--- src/rtl/core/cbts_pkg.sv ---
// Shared types and constants for the CAN bit timing search block.
// No dependencies; used by the top level, the sequencer and the datapath.
`default_nettype none
package cbts_pkg;

   localparam int RATE_W      = 20;
   localparam int CLK_W       = 32;
   localparam int SPP_W       = 7;
   localparam int JW_W        = 3;
   localparam int PRE_CODE_W  = 10;
   localparam int SEG1_CODE_W = 4;
   localparam int SEG2_CODE_W = 3;
   localparam int JUMP_CODE_W = 2;
   localparam int DELTA_W     = 7;

   localparam int W_MIN = 3;
   localparam int PCT   = 100;

   // floor(x / 100) = (x * 5243) >> 19 for every x below 12320
   localparam int RECIP_100   = 5243;
   localparam int RECIP_W     = 13;
   localparam int RECIP_SHIFT = 19;

   localparam int CSR_AW = 4;
   localparam int CSR_DW = 32;

   localparam logic [1:0] REG_CLOCK_HZ     = 2'd0;
   localparam logic [1:0] REG_SAMPLE_POINT = 2'd1;
   localparam logic [1:0] REG_JUMP_WIDTH   = 2'd2;
   localparam logic [1:0] REG_EXACT_ONLY   = 2'd3;

   localparam logic [CLK_W-1:0] CLOCK_HZ_RST     = 32'd36000000;
   localparam logic [SPP_W-1:0] SAMPLE_POINT_RST = 7'd87;
   localparam logic [JW_W-1:0]  JUMP_WIDTH_RST   = 3'd1;

   typedef struct packed {
      logic [CLK_W-1:0] clock_hz;
      logic [SPP_W-1:0] sample_point_percent;
      logic [JW_W-1:0]  jump_width;
      logic             exact_only;
   } cfg_type;

   typedef struct packed {
      logic init;
      logic load;
      logic split;
      logic div_start;
      logic eval;
      logic advance;
      logic finish;
   } cmd_type;

   typedef struct packed {
      logic rate_zero;
      logic too_big;
      logic div_done;
      logic stop;
      logic w_last;
   } sts_type;

endpackage
`default_nettype wire

--- src/rtl/core/can_bit_timing_search.sv ---
// Top level of the CAN bit timing search: register bank, sequencer, datapath.
// Depends on cbts_pkg, cbts_ctrl and cbts_datapath.
`default_nettype none
// For each requested bit rate the block searches bit widths from
// SEG1_MAX + SEG2_MAX + 3 quanta down to 3 and returns the prescaler and
// segment codes of the best split for the programmed clock, sample point and
// sync jump width, or found = 0. One rate is worked on at a time; req_stall
// stays high after the accepting beat until the result is loaded into the
// output register, and the next rate is taken while that result still waits.
// Each width that passes the bit clock check goes through the bit clock and
// sample products, the reciprocal divide by 100, the launch of the dividers,
// 32 steps of the restoring divider that forms clock / bit clock and its
// remainder, a state in which the sequencer sees both dividers idle, and the
// judging of the candidate. A width whose bit clock exceeds the clock skips
// the dividers. A zero rate goes straight to the result, an exact match stops
// the search early, and a finished result waits while a stalled output
// register stays full. Registers sit at byte offsets 0x0 clock_hz, 0x4
// sample_point_percent, 0x8 jump_width, 0xC exact_only; write them only
// while no rate is in flight.
module can_bit_timing_search #(
   parameter int SEG1_MAX      = 15,
   parameter int SEG2_MAX      = 7,
   parameter int PRESCALER_MAX = 1023
) (
   input  wire logic                                 clock,
   input  wire logic                                 reset,
   // register port
   input  wire logic                                 csr_psel,
   input  wire logic                                 csr_penable,
   input  wire logic                                 csr_pwrite,
   input  wire logic [cbts_pkg::CSR_AW-1:0]          csr_paddr,
   input  wire logic [cbts_pkg::CSR_DW-1:0]          csr_pwdata,
   output logic [cbts_pkg::CSR_DW-1:0]               csr_prdata,
   output logic                                      csr_pready,
   // request channel
   input  wire logic                                 req_valid,
   output logic                                      req_stall,
   input  wire logic [cbts_pkg::RATE_W-1:0]          req_rate_bps,
   // result channel
   output logic                                      rsp_valid,
   input  wire logic                                 rsp_stall,
   output logic                                      rsp_found,
   output logic [cbts_pkg::PRE_CODE_W-1:0]           rsp_prescaler_code,
   output logic [cbts_pkg::SEG1_CODE_W-1:0]          rsp_seg1_code,
   output logic [cbts_pkg::SEG2_CODE_W-1:0]          rsp_seg2_code,
   output logic [cbts_pkg::JUMP_CODE_W-1:0]          rsp_jump_code
);

   cbts_pkg::cfg_type cfg_ff, cfg_in;
   cbts_pkg::cmd_type cmd;
   cbts_pkg::sts_type sts;
   logic              csr_write;
   logic [1:0]        csr_index;

   // The bus never waits
   assign csr_pready = 1'b1;
   assign csr_write  = csr_psel && csr_penable && csr_pwrite;
   assign csr_index  = csr_paddr[3:2];

   // Write the addressed register, masked to its width
   always_comb begin
      cfg_in = cfg_ff;
      if (csr_write) begin
         case (csr_index)
            cbts_pkg::REG_CLOCK_HZ:
               cfg_in.clock_hz = csr_pwdata;
            cbts_pkg::REG_SAMPLE_POINT:
               cfg_in.sample_point_percent = csr_pwdata[cbts_pkg::SPP_W-1:0];
            cbts_pkg::REG_JUMP_WIDTH:
               cfg_in.jump_width = csr_pwdata[cbts_pkg::JW_W-1:0];
            cbts_pkg::REG_EXACT_ONLY:
               cfg_in.exact_only = csr_pwdata[0];
            default: begin
               cfg_in = cfg_ff;
            end
         endcase
      end
   end

   always_ff @(posedge clock) begin
      if (reset) begin
         cfg_ff.clock_hz             <= cbts_pkg::CLOCK_HZ_RST;
         cfg_ff.sample_point_percent <= cbts_pkg::SAMPLE_POINT_RST;
         cfg_ff.jump_width           <= cbts_pkg::JUMP_WIDTH_RST;
         cfg_ff.exact_only           <= 1'b0;
      end else begin
         cfg_ff <= cfg_in;
      end
   end

   // Read back the addressed register
   always_comb begin
      case (csr_index)
         cbts_pkg::REG_CLOCK_HZ:
            csr_prdata = cfg_ff.clock_hz;
         cbts_pkg::REG_SAMPLE_POINT:
            csr_prdata = cbts_pkg::CSR_DW'(cfg_ff.sample_point_percent);
         cbts_pkg::REG_JUMP_WIDTH:
            csr_prdata = cbts_pkg::CSR_DW'(cfg_ff.jump_width);
         cbts_pkg::REG_EXACT_ONLY:
            csr_prdata = cbts_pkg::CSR_DW'(cfg_ff.exact_only);
         default:
            csr_prdata = '0;
      endcase
   end

   // Sequencer: accepts a rate, steps the width loop, hands over the result
   cbts_ctrl u_ctrl (
      .clock     (clock),
      .reset     (reset),
      .req_valid (req_valid),
      .req_stall (req_stall),
      .rsp_valid (rsp_valid),
      .rsp_stall (rsp_stall),
      .sts       (sts),
      .cmd       (cmd)
   );

   // Datapath: products, dividers, checks, best candidate and output register
   cbts_datapath #(
      .SEG1_MAX      (SEG1_MAX),
      .SEG2_MAX      (SEG2_MAX),
      .PRESCALER_MAX (PRESCALER_MAX)
   ) u_datapath (
      .clock              (clock),
      .reset              (reset),
      .cmd                (cmd),
      .sts                (sts),
      .cfg                (cfg_ff),
      .req_rate_bps       (req_rate_bps),
      .rsp_found          (rsp_found),
      .rsp_prescaler_code (rsp_prescaler_code),
      .rsp_seg1_code      (rsp_seg1_code),
      .rsp_seg2_code      (rsp_seg2_code),
      .rsp_jump_code      (rsp_jump_code)
   );

endmodule
`default_nettype wire

--- src/rtl/core/cbts_divider.sv ---
// Restoring divider, one quotient bit per cycle.
// Standalone; no package dependency.
`default_nettype none
module cbts_divider #(
   parameter int WIDTH = 32
) (
   input  wire logic             clock,
   input  wire logic             reset,
   input  wire logic             start,
   input  wire logic [WIDTH-1:0] dividend,
   input  wire logic [WIDTH-1:0] divisor,
   output logic                  busy,
   output logic [WIDTH-1:0]      quotient,
   output logic [WIDTH-1:0]      remainder
);

   localparam int CW = $clog2(WIDTH + 1);

   logic [WIDTH-1:0] rem_ff, rem_in;
   logic [WIDTH-1:0] quo_ff, quo_in;
   logic [CW-1:0]    cnt_ff, cnt_in;
   logic             busy_ff, busy_in;
   logic [WIDTH:0]   trial;

   assign trial = {rem_ff, quo_ff[WIDTH-1]};

   always_comb begin
      rem_in  = rem_ff;
      quo_in  = quo_ff;
      cnt_in  = cnt_ff;
      busy_in = busy_ff;
      if (start) begin
         rem_in  = '0;
         quo_in  = dividend;
         cnt_in  = CW'(WIDTH);
         busy_in = 1'b1;
      end else if (busy_ff) begin
         if (trial >= {1'b0, divisor}) begin
            rem_in = WIDTH'(trial - {1'b0, divisor});
            quo_in = {quo_ff[WIDTH-2:0], 1'b1};
         end else begin
            rem_in = trial[WIDTH-1:0];
            quo_in = {quo_ff[WIDTH-2:0], 1'b0};
         end
         cnt_in  = cnt_ff - CW'(1);
         busy_in = (cnt_ff != CW'(1));
      end
   end

   always_ff @(posedge clock) begin
      rem_ff <= rem_in;
      quo_ff <= quo_in;
      if (reset) begin
         cnt_ff  <= '0;
         busy_ff <= 1'b0;
      end else begin
         cnt_ff  <= cnt_in;
         busy_ff <= busy_in;
      end
   end

   assign busy      = busy_ff;
   assign quotient  = quo_ff;
   assign remainder = rem_ff;

endmodule
`default_nettype wire

--- src/rtl/core/cbts_ctrl.sv ---
// Sequencer for the bit timing search: walks widths and drives the datapath.
// Depends on cbts_pkg for the command and status types.
`default_nettype none
module cbts_ctrl (
   input  wire logic              clock,
   input  wire logic              reset,
   input  wire logic              req_valid,
   output logic                   req_stall,
   output logic                   rsp_valid,
   input  wire logic              rsp_stall,
   input  wire cbts_pkg::sts_type sts,
   output cbts_pkg::cmd_type      cmd
);

   typedef enum logic [2:0] {
      ST_IDLE,
      ST_LOAD,
      ST_SPLIT,
      ST_START,
      ST_DIV,
      ST_EVAL,
      ST_FINISH
   } state_type;

   state_type state_ff, state_in;
   logic      rsp_valid_ff, rsp_valid_in;

   always_comb begin
      state_in = state_ff;
      cmd      = '0;
      case (state_ff)
         ST_IDLE: begin
            if (req_valid) begin
               cmd.init = 1'b1;
               state_in = ST_LOAD;
            end
         end
         ST_LOAD: begin
            if (sts.rate_zero) begin
               state_in = ST_FINISH;
            end else begin
               cmd.load = 1'b1;
               state_in = ST_SPLIT;
            end
         end
         ST_SPLIT: begin
            cmd.split = 1'b1;
            state_in  = ST_START;
         end
         ST_START: begin
            if (!sts.too_big) begin
               cmd.div_start = 1'b1;
               state_in      = ST_DIV;
            end else if (sts.w_last) begin
               state_in = ST_FINISH;
            end else begin
               cmd.advance = 1'b1;
               state_in    = ST_LOAD;
            end
         end
         ST_DIV: begin
            if (sts.div_done) begin
               state_in = ST_EVAL;
            end
         end
         ST_EVAL: begin
            cmd.eval = 1'b1;
            if (sts.stop || sts.w_last) begin
               state_in = ST_FINISH;
            end else begin
               cmd.advance = 1'b1;
               state_in    = ST_LOAD;
            end
         end
         ST_FINISH: begin
            // output register free, or emptied in this same cycle
            if (!rsp_valid_ff || !rsp_stall) begin
               cmd.finish = 1'b1;
               state_in   = ST_IDLE;
            end
         end
         default: begin
            state_in = ST_IDLE;
         end
      endcase
   end

   always_comb begin
      if (cmd.finish) begin
         rsp_valid_in = 1'b1;
      end else if (rsp_valid_ff && !rsp_stall) begin
         rsp_valid_in = 1'b0;
      end else begin
         rsp_valid_in = rsp_valid_ff;
      end
   end

   always_ff @(posedge clock) begin
      if (reset) begin
         state_ff     <= ST_IDLE;
         rsp_valid_ff <= 1'b0;
      end else begin
         state_ff     <= state_in;
         rsp_valid_ff <= rsp_valid_in;
      end
   end

   assign req_stall = (state_ff != ST_IDLE);
   assign rsp_valid = rsp_valid_ff;

endmodule
`default_nettype wire

--- src/rtl/core/cbts_datapath.sv ---
// Datapath of the bit timing search: width counter, products, two dividers,
// candidate checks and best-candidate store. Depends on cbts_pkg and cbts_divider.
`default_nettype none
module cbts_datapath #(
   parameter int SEG1_MAX      = 15,
   parameter int SEG2_MAX      = 7,
   parameter int PRESCALER_MAX = 1023
) (
   input  wire logic                                  clock,
   input  wire logic                                  reset,
   input  wire cbts_pkg::cmd_type                     cmd,
   output cbts_pkg::sts_type                          sts,
   input  wire cbts_pkg::cfg_type                     cfg,
   input  wire logic [cbts_pkg::RATE_W-1:0]           req_rate_bps,
   output logic                                       rsp_found,
   output logic [cbts_pkg::PRE_CODE_W-1:0]            rsp_prescaler_code,
   output logic [cbts_pkg::SEG1_CODE_W-1:0]           rsp_seg1_code,
   output logic [cbts_pkg::SEG2_CODE_W-1:0]           rsp_seg2_code,
   output logic [cbts_pkg::JUMP_CODE_W-1:0]           rsp_jump_code
);

   localparam int W_MAX  = SEG1_MAX + SEG2_MAX + 3;
   localparam int WW     = $clog2(W_MAX + 1);
   localparam int PW     = WW + 1;
   localparam int BCW    = cbts_pkg::RATE_W + WW;
   localparam int PRODW  = WW + cbts_pkg::SPP_W;
   localparam int RPW    = PRODW + cbts_pkg::RECIP_W;
   localparam int SPW    = PW + 7;
   localparam int CLK_W  = cbts_pkg::CLK_W;
   localparam int DW     = cbts_pkg::DELTA_W;

   logic [cbts_pkg::RATE_W-1:0] rate_ff, rate_in;
   logic [WW-1:0]               w_ff, w_in;
   logic [BCW-1:0]              bitclk_ff, bitclk_in;
   logic [PRODW-1:0]            prod_ff, prod_in;
   logic [PW-1:0]               p_ff, p_in;

   logic                        have_ff, have_in;
   logic [CLK_W-1:0]            best_err_ff, best_err_in;
   logic [DW-1:0]               best_delta_ff, best_delta_in;
   logic [cbts_pkg::PRE_CODE_W-1:0]  best_pre_ff, best_pre_in;
   logic [cbts_pkg::SEG1_CODE_W-1:0] best_s1_ff, best_s1_in;
   logic [cbts_pkg::SEG2_CODE_W-1:0] best_s2_ff, best_s2_in;

   logic                              found_ff, found_in;
   logic [cbts_pkg::PRE_CODE_W-1:0]   pre_code_ff, pre_code_in;
   logic [cbts_pkg::SEG1_CODE_W-1:0]  s1_code_ff, s1_code_in;
   logic [cbts_pkg::SEG2_CODE_W-1:0]  s2_code_ff, s2_code_in;
   logic [cbts_pkg::JUMP_CODE_W-1:0]  jump_code_ff, jump_code_in;

   logic [RPW-1:0]   prod_recip;
   logic [CLK_W-1:0] big_quo, big_rem;
   logic [SPW-1:0]   sp_quo, sp_rem;
   logic             big_busy, sp_busy;
   logic [SPW-1:0]   sp_num;
   logic [SPW-1:0]   spp_x;
   logic [SPW-1:0]   delta_full;
   logic [DW-1:0]    delta;
   logic [PW-1:0]    s1, s2;
   logic             p_ok, seg_ok, err_ok, quo_ok, valid, keep;
   logic [cbts_pkg::JW_W-1:0] jw_m1;

   // Arithmetic for the current width
   assign prod_recip = RPW'(prod_ff) * RPW'(cbts_pkg::RECIP_100);
   assign sp_num     = SPW'(p_ff) * SPW'(cbts_pkg::PCT);

   cbts_divider #(.WIDTH(CLK_W)) u_clk_div (
      .clock     (clock),
      .reset     (reset),
      .start     (cmd.div_start),
      .dividend  (cfg.clock_hz),
      .divisor   (CLK_W'(bitclk_ff)),
      .busy      (big_busy),
      .quotient  (big_quo),
      .remainder (big_rem)
   );

   cbts_divider #(.WIDTH(SPW)) u_sp_div (
      .clock     (clock),
      .reset     (reset),
      .start     (cmd.div_start),
      .dividend  (sp_num),
      .divisor   (SPW'(w_ff)),
      .busy      (sp_busy),
      .quotient  (sp_quo),
      .remainder (sp_rem)
   );

   // Candidate checks
   always_comb begin
      s1     = p_ff - PW'(1);
      s2     = PW'(w_ff) - p_ff;
      p_ok   = (p_ff != '0) && (p_ff < PW'(w_ff));
      seg_ok = (s1 <= PW'(SEG1_MAX + 1)) && (s2 <= PW'(SEG2_MAX + 1)) &&
               (s2 > PW'(cfg.jump_width)) &&
               ((PW + 1)'(s2) <= (PW + 1)'(s1) + (PW + 1)'(1));
      err_ok = (big_rem <= best_err_ff);
      quo_ok = (big_quo <= CLK_W'(PRESCALER_MAX + 1));
      valid  = err_ok && quo_ok && p_ok && seg_ok;
      spp_x  = SPW'(cfg.sample_point_percent);
      delta_full = (spp_x > sp_quo) ? (spp_x - sp_quo) : (sp_quo - spp_x);
      delta  = DW'(delta_full);
      keep   = valid && (!have_ff || (big_rem < best_err_ff) || (delta < best_delta_ff));
      jw_m1  = cfg.jump_width - cbts_pkg::JW_W'(1);
   end

   always_comb begin
      sts.rate_zero = (rate_ff == '0);
      sts.too_big   = (CLK_W'(bitclk_ff) > cfg.clock_hz);
      sts.div_done  = !big_busy && !sp_busy;
      sts.stop      = keep && (big_rem == '0) && (delta == '0);
      sts.w_last    = (w_ff == WW'(cbts_pkg::W_MIN));
   end

   // Next values
   always_comb begin
      rate_in       = rate_ff;
      w_in          = w_ff;
      bitclk_in     = bitclk_ff;
      prod_in       = prod_ff;
      p_in          = p_ff;
      have_in       = have_ff;
      best_err_in   = best_err_ff;
      best_delta_in = best_delta_ff;
      best_pre_in   = best_pre_ff;
      best_s1_in    = best_s1_ff;
      best_s2_in    = best_s2_ff;
      found_in      = found_ff;
      pre_code_in   = pre_code_ff;
      s1_code_in    = s1_code_ff;
      s2_code_in    = s2_code_ff;
      jump_code_in  = jump_code_ff;

      if (cmd.init) begin
         rate_in       = req_rate_bps;
         w_in          = WW'(W_MAX);
         have_in       = 1'b0;
         best_err_in   = cfg.exact_only ? '0 : '1;
         best_delta_in = '0;
      end
      if (cmd.load) begin
         bitclk_in = BCW'(rate_ff) * BCW'(w_ff);
         prod_in   = PRODW'(w_ff) * PRODW'(cfg.sample_point_percent);
      end
      if (cmd.split) begin
         p_in = PW'(prod_recip >> cbts_pkg::RECIP_SHIFT);
      end
      if (cmd.eval && keep) begin
         have_in       = 1'b1;
         best_err_in   = big_rem;
         best_delta_in = delta;
         best_pre_in   = big_quo[cbts_pkg::PRE_CODE_W-1:0] - cbts_pkg::PRE_CODE_W'(1);
         best_s1_in    = cbts_pkg::SEG1_CODE_W'(s1 - PW'(1));
         best_s2_in    = cbts_pkg::SEG2_CODE_W'(s2 - PW'(1));
      end
      if (cmd.advance) begin
         w_in = w_ff - WW'(1);
      end
      if (cmd.finish) begin
         // nothing found: every code reads zero
         found_in     = have_ff;
         pre_code_in  = have_ff ? best_pre_ff : '0;
         s1_code_in   = have_ff ? best_s1_ff : '0;
         s2_code_in   = have_ff ? best_s2_ff : '0;
         jump_code_in = have_ff ? jw_m1[cbts_pkg::JUMP_CODE_W-1:0] : '0;
      end
   end

   always_ff @(posedge clock) begin
      rate_ff       <= rate_in;
      w_ff          <= w_in;
      bitclk_ff     <= bitclk_in;
      prod_ff       <= prod_in;
      p_ff          <= p_in;
      best_err_ff   <= best_err_in;
      best_delta_ff <= best_delta_in;
      best_pre_ff   <= best_pre_in;
      best_s1_ff    <= best_s1_in;
      best_s2_ff    <= best_s2_in;
      found_ff      <= found_in;
      pre_code_ff   <= pre_code_in;
      s1_code_ff    <= s1_code_in;
      s2_code_ff    <= s2_code_in;
      jump_code_ff  <= jump_code_in;
      if (reset) begin
         have_ff <= 1'b0;
      end else begin
         have_ff <= have_in;
      end
   end

   assign rsp_found          = found_ff;
   assign rsp_prescaler_code = pre_code_ff;
   assign rsp_seg1_code      = s1_code_ff;
   assign rsp_seg2_code      = s2_code_ff;
   assign rsp_jump_code      = jump_code_ff;

endmodule
`default_nettype wire

--- config.mk ---
export PLATFORM = sky130hd
export DESIGN_NAME = can_bit_timing_search
export DESIGN_NICKNAME = d
export VERILOG_FILES = /design/src/rtl/core/cbts_pkg.sv /design/src/rtl/core/can_bit_timing_search.sv /design/src/rtl/core/cbts_divider.sv /design/src/rtl/core/cbts_ctrl.sv /design/src/rtl/core/cbts_datapath.sv
export SDC_FILE = /design/constraint.sdc
export NUM_CORES = 1
export LEC_CHECK = 0
export BUFFER_PORTS_ARGS = -buffer_cell sky130_fd_sc_hd__buf_2
export CAP_MARGIN = 30
export CORE_AREA = 2 2 308 310
export CTS_CLUSTER_DIAMETER = 100
export CTS_CLUSTER_SIZE = 10
export DETAILED_ROUTE_END_ITERATION = 10
export DIE_AREA = 0 0 310 312
export HOLD_SLACK_MARGIN = 0.1
export PLACE_DENSITY = 0.37
export SKIP_CTS_REPAIR_TIMING = 1
export SYNTH_ARGS = -nofsm -noshare
export SYNTH_HDL_FRONTEND = slang
export SYNTH_SLANG_ARGS = --single-unit
--- constraint.sdc ---
create_clock -name clock -period 14.5 [get_ports clock]
set_input_delay 2.175 -clock clock [delete_from_list [all_inputs] [get_ports clock]]
set_output_delay 2.175 -clock clock [all_outputs]
set_load 0.05 [all_outputs]
# After elaboration in Yosys (flattened, before gate mapping)
# Index checks and enable logic that the tools add are counted.
# totals
regBits	294
inputBits	63
output_inout_bits	55
word_cells	172
# op_classes
n_addsub	14
n_mul	4
magnitude_cmp	13
eq_ne	15
mux	51
n_reduce_logical	42
# ops
operator	count
32-bit 2-to-1 mux	6
32-bit one-hot mux with 4 select lines	1
13-bit 2-to-1 mux	3
33-bit by 25-bit >= comparator with 1-bit output	1
25-bit by 32-bit greater-than comparator with 1-bit output	1
32-bit by 11-bit <= comparator with 1-bit output (second input constant)	1
32-bit <= comparator	1
32-bit zero test	1
32-bit < comparator	1
32-bit by 25-bit subtractor with 32-bit output	1
12-bit by 13-bit multiplier with 25-bit output (second input constant)	1
20-bit by 5-bit multiplier with 25-bit output	1
1-bit 2-to-1 mux	23
3-bit 2-to-1 mux	7
7-bit 2-to-1 mux	3
3-bit one-hot mux with 7 select lines	1
20-bit zero test	1
1-bit logical AND	15
14-bit by 5-bit >= comparator with 1-bit output	1
7-bit subtractor	2
7-bit by 13-bit greater-than comparator with 1-bit output	1
13-bit by 5-bit subtractor with 13-bit output	1
5-bit by 7-bit multiplier with 12-bit output	1
6-bit 2-to-1 mux	2
39 further kinds	62

# Logic depth before layout (Yosys ltp)
# depth
depth_word	13
depth_mapped	20
depth_no_buf	20

# Cells and area by module
# Synthesis repeated with hierarchy kept, for this count alone.
# unflattened
cells_unflattened	2628
area_unflattened_um2	25160.4
# modules_own_cells
module	instances	cells_per_inst	area_each_um2	seq_area_each_um2
cbts_datapath	1	1576	15559.9	4344.2
cbts_divider at u_datapath.u_clk_div	1	533	4908.5	1741.7
cbts_divider at u_datapath.u_sp_div	1	237	2202.1	750.7
can_bit_timing_search	1	238	2153.3	860.8
cbts_ctrl	1	44	336.6	80.1

# Worst setup path after synthesis
# OpenSTA, ideal clock, no wires.
# synth_path
path_kind	in2out
from	input csr_paddr[2] (netlist bit)
to	output csr_prdata[1] (netlist bit)
arrival_time_ns	3.743
required_ns	12.325
slack_ns	8.582
cell_stages	3
path_buffers	1
path_cell_list	clkbuf_1 > mux2i_1 > o21ai_0
# synth_between
elab_chain_cells	2
elab_cells_between_ends	5
cone_classes	eq/ne (3); mux (1); reduce/logical (1)
# synth_rtl
item	line	text
start: declaration	can_bit_timing_search.sv:31	input wire logic [cbts_pkg::CSR_AW-1:0] csr_paddr,
2-bit equality test, or another cell as far along	can_bit_timing_search.sv:93	case (csr_index)
32-bit one-hot mux with 4 select lines (*)	can_bit_timing_search.sv:93	
end: declaration	can_bit_timing_search.sv:33	output logic [cbts_pkg::CSR_DW-1:0] csr_prdata,
# Every way passes the cells marked *; elsewhere a longest branch is shown, timed or not.

# Worst setup path after layout
# layout_path
from	input csr_paddr[2] (netlist bit)
to	output csr_prdata[6] (netlist bit)
# Same word-level chain as after synthesis.

==> metrics.txt <==
Skew-Pair Late Insertion Delay 0.55 ns; Initial Util 24.9%; pwr/cell area 218 nW/µm²; Layout area overhead 13.3%; nets@finish 2,985; CP Launch Point csr_paddr[2]; Vias per Instance ~4.5; Setup TNS 0 ns; syn nets 2,894; # clock sinks 294; DRT antenna net count 0; Hold Path Class register to register; R2R depth 20; Reg-to-Reg Start cfg_ff[5]; multi-input gate area in the final layout 14,000 µm²; Non-Filler Instances 3,793; Starting DRT DRC Count 762; worst-margin pin slew 0.959 ns; Post-Syn Instances 2,417; leakage power 11.5 nW; CTS tree built; top-count cell post-synth inv_1; RSZ-0062 raised after global routing no; Synth top area share 24.2%; FF+latch area 7760 µm²; Worst Path Arrival 3.89 ns; FMAX 0.165 GHz; drt pass-1 iters 5; share of cells above drive strength 1 9.11%; clock root buffer clkbuf_16; clock tree buffer depth 3; core box area roughly 93,000 µm²; Setup crit end csr_prdata[6]; clock slew at reported path FFs 0.06 ns; fillcell total 9,912; most frequent cells after synthesis 302 x inv_1, 293 x ha_1, 230 x nand2_1; H-tree depth 2; maximum VDD drop 0.000171 V; maximum net fanout on the critical path 29; first-pass GRT wire length 106,000 µm; Final Critical Period 6.07 ns; depth of the worst hold-timing path 2; critical path type input port to output port; total track usage 14.3%; Post-synth ARST share 0%; PortBufs 114; Critical Path RT roughly 12 ns; Worst setup EP type output port; Placer Congestion 0.825; Power Total between 5 and 6 mW; fin crit share 41.9%; Top Ports between 100 and 150; # DRC 0; GRT overflow 0; Final Skew roughly 0.015 ns; Final Max Tran Viols 0; dpl cells approximately 3,700; Synth cell types 75; Syn Area/Cell between 9 and 10 µm²; Post-Route WL 69,000 µm; routed length per instance 18.2 µm; vias in the first global route approximately 18,000; worst hold slack around 0.48 ns; Synth area leader edfxtp_1; Horiz. Die Dim about 310 µm; maxcap violations 0; Post-synth EDFFs around 190; Area contributors post-synth edfxtp_1 24%, ha_1 16%, fa_1 10%, dfxtp_1 9.2%, inv_1 4.9%; YS warnings 0; ys flop type edfxtp_1; cell area after synthesis 23,200 µm²; Hold Fails Final Rpt 0; via count 17,200; CP Launch Type input port; Reg2Reg Setup Slack 8.56 ns; setup violators final 0; RR Endpoint u_datapath.best_err_ff[13]; Final HPWL DP 54,200 µm; hold wc startpoint cfg_ff[26]; Num CTS Buffers 36; pin count of the biggest net entering global routing 73; sequential fraction of the synthesis area 33.5%; num rows 112; Die ar. 96,700 µm²; die span in y 312 µm; initial antenna violation count 4; FF+latch count, synth 294; Slew headroom 36.0%; status complete, no violations
==> how the worst min path moves through the flow <==
stage                       endpoint  slack, ns
after floorplan           cfg_ff[18]       0.45
after global placement    cfg_ff[20]       0.47
after detailed placement  cfg_ff[26]       0.47
after CTS                 cfg_ff[26]       0.48
after global routing      cfg_ff[33]       0.51
final                     cfg_ff[26]       0.48
==> critical path, cell delays in order <==
cell and delay, ns:
buf_2 0.65, mux2i_1 0.71, nor2_1 0.09, buf_2 0.24
==> placed cells by master, fill, tap and decap left out, types with 34 or more instances in the layout <==
cell       count
fa_1         121
a21oi_1      121
and2_1        77
clkbuf_16     38
a211oi_1      43
nand3_1       34
nand2_1      230
o21ai_0       76
edfxtp_1     187
nor2_1       179
xor2_1        41
ha_1         293
buf_2        115
a21o_1        78
xnor2_1       67
nor3_1        47
dfxtp_1      106
inv_1        302
==> report_power, final <==
group / total, mW / switching, mW / internal (mW) / leakage [nW]
Sequential: 1.31 / 0.206 / 1.11 / 2.49
Combinational: 3.55 / 2.00 / 1.55 / 8.55
Clock: 0.868 / 0.379 / 0.489 / 0.510
==> per-layer routing <==
layer	GRT usage [%]	routed length (µm)
met5	0	0
met3	1.95	3280
met2	23.6	31700
met1	19.7	32700
met4	3.60	1340
==> metrics by stage <==
| step | worst slack (ns) | util [%] | instance area [µm²] |
|---|---|---|---|
| after floorplan | 8.58 | - | 23200 |
| after CTS | 8.46 | 28.2 | 26300 |
| after global routing | 8.08 | 28.2 | 26300 |
| after global placement | 8.51 | 27.1 | 25200 |
| after detailed placement | 8.46 | 27.1 | 25200 |
| final | 8.43 | 28.2 | 26300 |
==> layout make-up <==
| cell class | instances | area share (%) |
|---|---|---|
| clock buffers | 62 | 3.96 |
| multi-input cells | 1739 | 53.3 |
| inverters | 302 | 4.32 |
| repair buffers | 135 | 2.75 |
| well taps | 1254 | 5.97 |
| clock inverters | 4 | 0.129 |
| flip-flops and latches | 294 | 29.5 |
| diodes | 3 | 0.0286 |
==> logic make-up after synthesis <==
logic type | synth area share (%)
buffers and inverters | 6.28
other | 0.0162
AOI/OAI and AO/OA | 12.0
xor gates and xnor gates | 4.15
DFF | 33.5
adders and majority gates | 26.3
muxes | 2.89
and+or+nand+nor | 14.9
==> flip-flops by register name (all words and copies together) (netlist names), 2 cells and up <==
| signal | count |
|---|---|
| cfg_ff | 43 |
| u_datapath.best_err_ff | 32 |
| u_datapath.u_clk_div.quotient | 32 |
| u_datapath.u_clk_div.remainder | 32 |
| u_datapath.bitclk_ff | 25 |
| u_datapath.rate_ff | 20 |
| u_datapath.u_sp_div.quotient | 13 |
| u_datapath.u_sp_div.remainder | 13 |
| u_datapath.prod_ff | 12 |
| u_datapath.best_pre_ff | 10 |
| u_datapath.rsp_prescaler_code | 10 |
| u_datapath.best_delta_ff | 7 |
| u_datapath.p_ff | 6 |
| u_datapath.u_clk_div.cnt_ff | 6 |
| u_datapath.w_ff | 5 |
| u_datapath.best_s1_ff | 4 |
| u_datapath.rsp_seg1_code | 4 |
| u_datapath.u_sp_div.cnt_ff | 4 |
| u_ctrl.state_ff | 3 |
| u_datapath.best_s2_ff | 3 |
| u_datapath.rsp_seg2_code | 3 |
| u_datapath.rsp_jump_code | 2 |
No activity file was read; power rests on OpenSTA's default activity.
